--- config.mk ---
export PLATFORM = sky130hd
export DESIGN_NAME = ljpf_mul
export DESIGN_NICKNAME = d
export VERILOG_FILES = /design/src/rtl/ljpf_mul.sv
export SDC_FILE = /design/constraint.sdc
export NUM_CORES = 2
export LEC_CHECK = 0
export BUFFER_PORTS_ARGS = -buffer_cell sky130_fd_sc_hd__buf_2
export CORE_UTILIZATION = 60
export DETAILED_ROUTE_END_ITERATION = 8
export HOLD_SLACK_MARGIN = 0.03
export PLACE_DENSITY_LB_ADDON = 0.25
export SLEW_MARGIN = 15
export SYNTH_ARGS = -nofsm -noshare
export SYNTH_HDL_FRONTEND = slang
export SYNTH_SLANG_ARGS = --single-unit
--- constraint.sdc ---
create_clock -name clk -period 13.26 [get_ports clk]
set_input_delay 2.652 -clock clk [delete_from_list [all_inputs] [get_ports clk]]
set_output_delay 2.652 -clock clk [all_outputs]
set_load 0.01 [all_outputs]
--- src/rtl/ljpf_mul.sv ---
// Multi-cycle 64x64 unsigned multiplier built from one registered 32x32 partial product.
`default_nettype none

module ljpf_mul (
  input  wire logic         clk,
  input  wire logic         rst_n,
  input  wire logic         start,
  input  wire logic [63:0]  a,
  input  wire logic [63:0]  b,
  output logic              done,
  output logic [127:0]      prod
);

  logic         busy_r;
  logic         done_r;
  logic [2:0]   phase_r;
  logic [63:0]  a_r;
  logic [63:0]  b_r;
  logic [63:0]  pp_r;
  logic [127:0] acc_r;
  logic [31:0]  op_a;
  logic [31:0]  op_b;
  logic [127:0] pp_shift;

  // Partial product selection: low*low, low*high, high*low, high*high.
  always_comb begin
    op_a = a_r[31:0];
    op_b = b_r[31:0];
    unique case (phase_r)
      3'd1:    op_b = b_r[63:32];
      3'd2:    op_a = a_r[63:32];
      3'd3: begin
        op_a = a_r[63:32];
        op_b = b_r[63:32];
      end
      default: ;
    endcase
  end

  // Weight of the partial product that was registered in the previous phase.
  always_comb begin
    unique case (phase_r)
      3'd2, 3'd3: pp_shift = {32'd0, pp_r, 32'd0};
      3'd4:       pp_shift = {pp_r, 64'd0};
      default:    pp_shift = {64'd0, pp_r};
    endcase
  end

  // Sequencer: four products, each accumulated in the cycle after it is formed.
  always_ff @(posedge clk) begin
    if (!rst_n) begin
      busy_r  <= 1'b0;
      done_r  <= 1'b0;
      phase_r <= '0;
    end else begin
      done_r <= 1'b0;
      if (start) begin
        busy_r  <= 1'b1;
        phase_r <= '0;
        a_r     <= a;
        b_r     <= b;
        acc_r   <= '0;
      end else if (busy_r) begin
        if (phase_r != 3'd4) begin
          pp_r <= 64'(op_a * op_b);
        end
        if (phase_r != 3'd0) begin
          acc_r <= acc_r + pp_shift;
        end
        if (phase_r == 3'd4) begin
          busy_r <= 1'b0;
          done_r <= 1'b1;
        end
        phase_r <= phase_r + 3'd1;
      end
    end
  end

  assign done = done_r;
  assign prod = acc_r;

endmodule

`default_nettype wire

==> impl_metrics.py <==
metrics = {
    "status": {
        "status": "finished, final reports clean",
    },
    "flow_run": {
        "max-cap-violations": 0,
    },
    "logic_synthesis": {
        "synth_area_leader_cell": "fa_1",
        "synth_area_um2": 52700,
        "synthArstFlopShare": 0,
        "yosysTopAreaCellShare": 0.341,
        "synth.area.top_cells": "fa_1, edfxtp_1, ha_1",
        "yosysSeqAreaShare": 0.184,
        "synth_most_common_cell": "inv_1",
        "syn-num-nets": 7214,
        "synthCells": 5791,
        "ys_types": 82,
        "ys.flop_type": "edfxtp_1",
        "yosys-top-cells-count": "inv_1, fa_1, nand2_1, nor2_1, ha_1",
        "ys_ff_latch": 325,
        "synth-edff-count": 320,
        "yosysWarnings": 0,
        "syn_area_per_cell_um2": 9.10,
    },
    "global_route": {
        "grt_pass1_wl_um": 270000,
        "antenna_found_initial": 5,
        "grt_max_degree": 84,
        "grt_pass1_vias": 43900,
        "gr-total-overflow": 0,
        "grt.total_usage": 0.412,
    },
    "sta": {
        "drv_slew": 0,
        "clock_skew_ns": 0.0368,
        "worst_slew_pin_slew_ns": 1.29,
        "whs_ns": 0.571,
        "finalCritPeriodShare": 0.846,
        "rsz0062_at_grt": "no",
        "fmax_mhz": 89.1,
        "hold_viol": 0,
        "finalCriticalPeriod_ns": 11.22,
        "setup_tns_ns": 0,
        "slew_headroom": 0.135,
        "setup_viol": 0,
    },
    "placement": {
        "place_congestion": 1.06,
        "portBuffers": 259,
        "dp_hpwl_um": 144000,
    },
    "min_path": {
        "min_path_type": "reg2reg",
        "hold_depth": 2,
        "holdPathEnd": "phase_r[0]",
        "hold_path_startpoint": "phase_r[0]",
    },
    "worst_setup_path": {
        "crit_path_end_kind": "flip-flop",
        "crit_top_cell": "fa_1",
        "required_ns": 13.62,
        "r2r_slack_ns": 2.04,
        "crit_type": "reg2reg",
        "cp_slowest_stage_delay_ns": 0.95,
        "rr_worst_depth": 32,
        "crit_slowest_cell": "mux2i_2",
        "crit-reg2reg-launch": "phase_r[2]",
        "crit_arrival_ns": 11.58,
        "regToRegEndpoint": "pp_r[62]",
        "cp-start-kind": "flip-flop",
        "cp_max_fo": 35,
    },
    "floorplanning": {
        "die_area_um2": 89000,
        "fp.coreArea_um2": 86900,
        "initial_core_util": 0.606,
        "num_rows": 108,
        "die_x_um": 298,
        "dieHeight_um": 298,
        "io_pins": 260,
    },
    "clock_tree": {
        "cts_sinks": 325,
        "cts_buffers": 40,
        "cts_tree": "yes",
        "clk_latency_ns": 0.63,
        "htree_levels": 2,
        "cts-root-buf": "clkbuf_16",
        "cts_setup_buffers": 0,
        "cts_buffer_depth": 3,
        "ctsResizeCount": 0,
        "clk_pin_slew_ns": 0.06,
        "hold_buffers": 0,
    },
    "drt": {
        "drc": 0,
        "first_pass_iters": 7,
        "finalWirelength_um": 181000,
        "num_vias": 43400,
        "drtAntennaViolNets": 0,
        "detail_route.wl_per_cell_um": 25.6,
        "via_per_inst": 6.13,
        "drt-initial-drc-count": 4249,
    },
    "final_layout": {
        "fillers": 7268,
        "syn_to_final_growth_pct": 7.39,
        "drive_gt1_frac": 0.0901,
        "final_nets": 7317,
    },
}
==> layout by cell type, fill, tap and decap left out, types with 25 or more instances in the layout <==
| master | instances |
|---|---|
| mux2_2 | 33 |
| a31oi_1 | 26 |
| o21a_1 | 25 |
| nor3_1 | 34 |
| nand3_1 | 64 |
| o21ai_0 | 111 |
| and3_1 | 76 |
| edfxtp_1 | 320 |
| o21ai_1 | 26 |
| buf_4 | 102 |
| o21bai_1 | 46 |
| ha_1 | 395 |
| nand4_1 | 69 |
| xor2_1 | 62 |
| a22o_1 | 32 |
| fa_1 | 897 |
| a21oi_1 | 253 |
| buf_2 | 258 |
| a21o_1 | 110 |
| xnor2_1 | 117 |
| nand2_1 | 792 |
| nor2_1 | 777 |
| clkbuf_16 | 40 |
| inv_1 | 925 |
| mux2i_2 | 32 |
==> worst max-delay path: cells and delay by family (launching register included) <==
family	cells	cell delay (ns)
xor gates and xnor gates	1	0.11
AOI/OAI and AO/OA	11	3.26
buffers and inverters	7	1.20
muxes	1	0.95
adders and majority gates	10	4.76
and+or+nand+nor	2	0.36
DFF	1	0.31
==> layout make-up <==
cell class | instances | area [µm²] | share of cell area
antenna | 2 | 5.00 | 0.0000885
clock buffer | 44 | 1020 | 0.0180
clock inverter | 29 | 229 | 0.00405
inverter | 925 | 3470 | 0.0614
multi-input combinational | 4242 | 38600 | 0.683
sequential | 325 | 9710 | 0.172
tap | 1155 | 1450 | 0.0255
timing repair buffer | 360 | 2060 | 0.0364
==> state kept, by name (all words and copies together), names as in the netlist <==
name / cells
a_r: 64
prod: 128
done: 1
busy_r: 1
phase_r: 3
pp_r: 64
b_r: 64
==> how the worst max path moves through the flow <==
| stage | from | endpoint | slack, ns | cells past startpoint |
|---|---|---|---|---|
| 2_1_floorplan | phase_r[2] | pp_r[62] | 3.67 | 34 |
| 3_3_place_gp | phase_r[2] | pp_r[62] | 2.45 | 32 |
| 3_5_place_dp | phase_r[2] | pp_r[62] | 2.23 | 34 |
| 4_1_cts | phase_r[2] | pp_r[62] | 2.21 | 34 |
| 5_1_grt | phase_r[2] | pp_r[62] | 1.65 | 34 |
| 6_report | phase_r[2] | pp_r[62] | 2.04 | 32 |
==> stage by stage <==
step                setup WS (ns)  area [µm²]   util  std cells
global route                 1.65       56600  0.651       7080
finish                       2.04       56600  0.651       7082
global placement             2.45       55300  0.636       7007
CTS                          2.21       56500  0.651       7080
floorplan                    3.67       52700      -       5791
detailed placement           2.23       55300  0.636       7007
==> cells by family after synthesis <==
| family | synth area share |
|---|---|
| compound gates | 0.0927 |
| xor+xnor | 0.0298 |
| fa+ha+maj | 0.435 |
| buf+inv | 0.0874 |
| flops | 0.184 |
| mux | 0.0195 |
| simple gates | 0.152 |
==> per-layer routing <==
metal  vias to the layer above  track usage  routed length, µm
li1                      18700            -                  -
met1                     21300        0.520              66300
met2                      2803        0.631              78800
met3                       676        0.113              22000
met4                         4        0.257              14300
met5                         -            0                 34
Power is not shown: default switching activity piles up to over one toggle a cycle in this logic, so the estimate is an artifact.
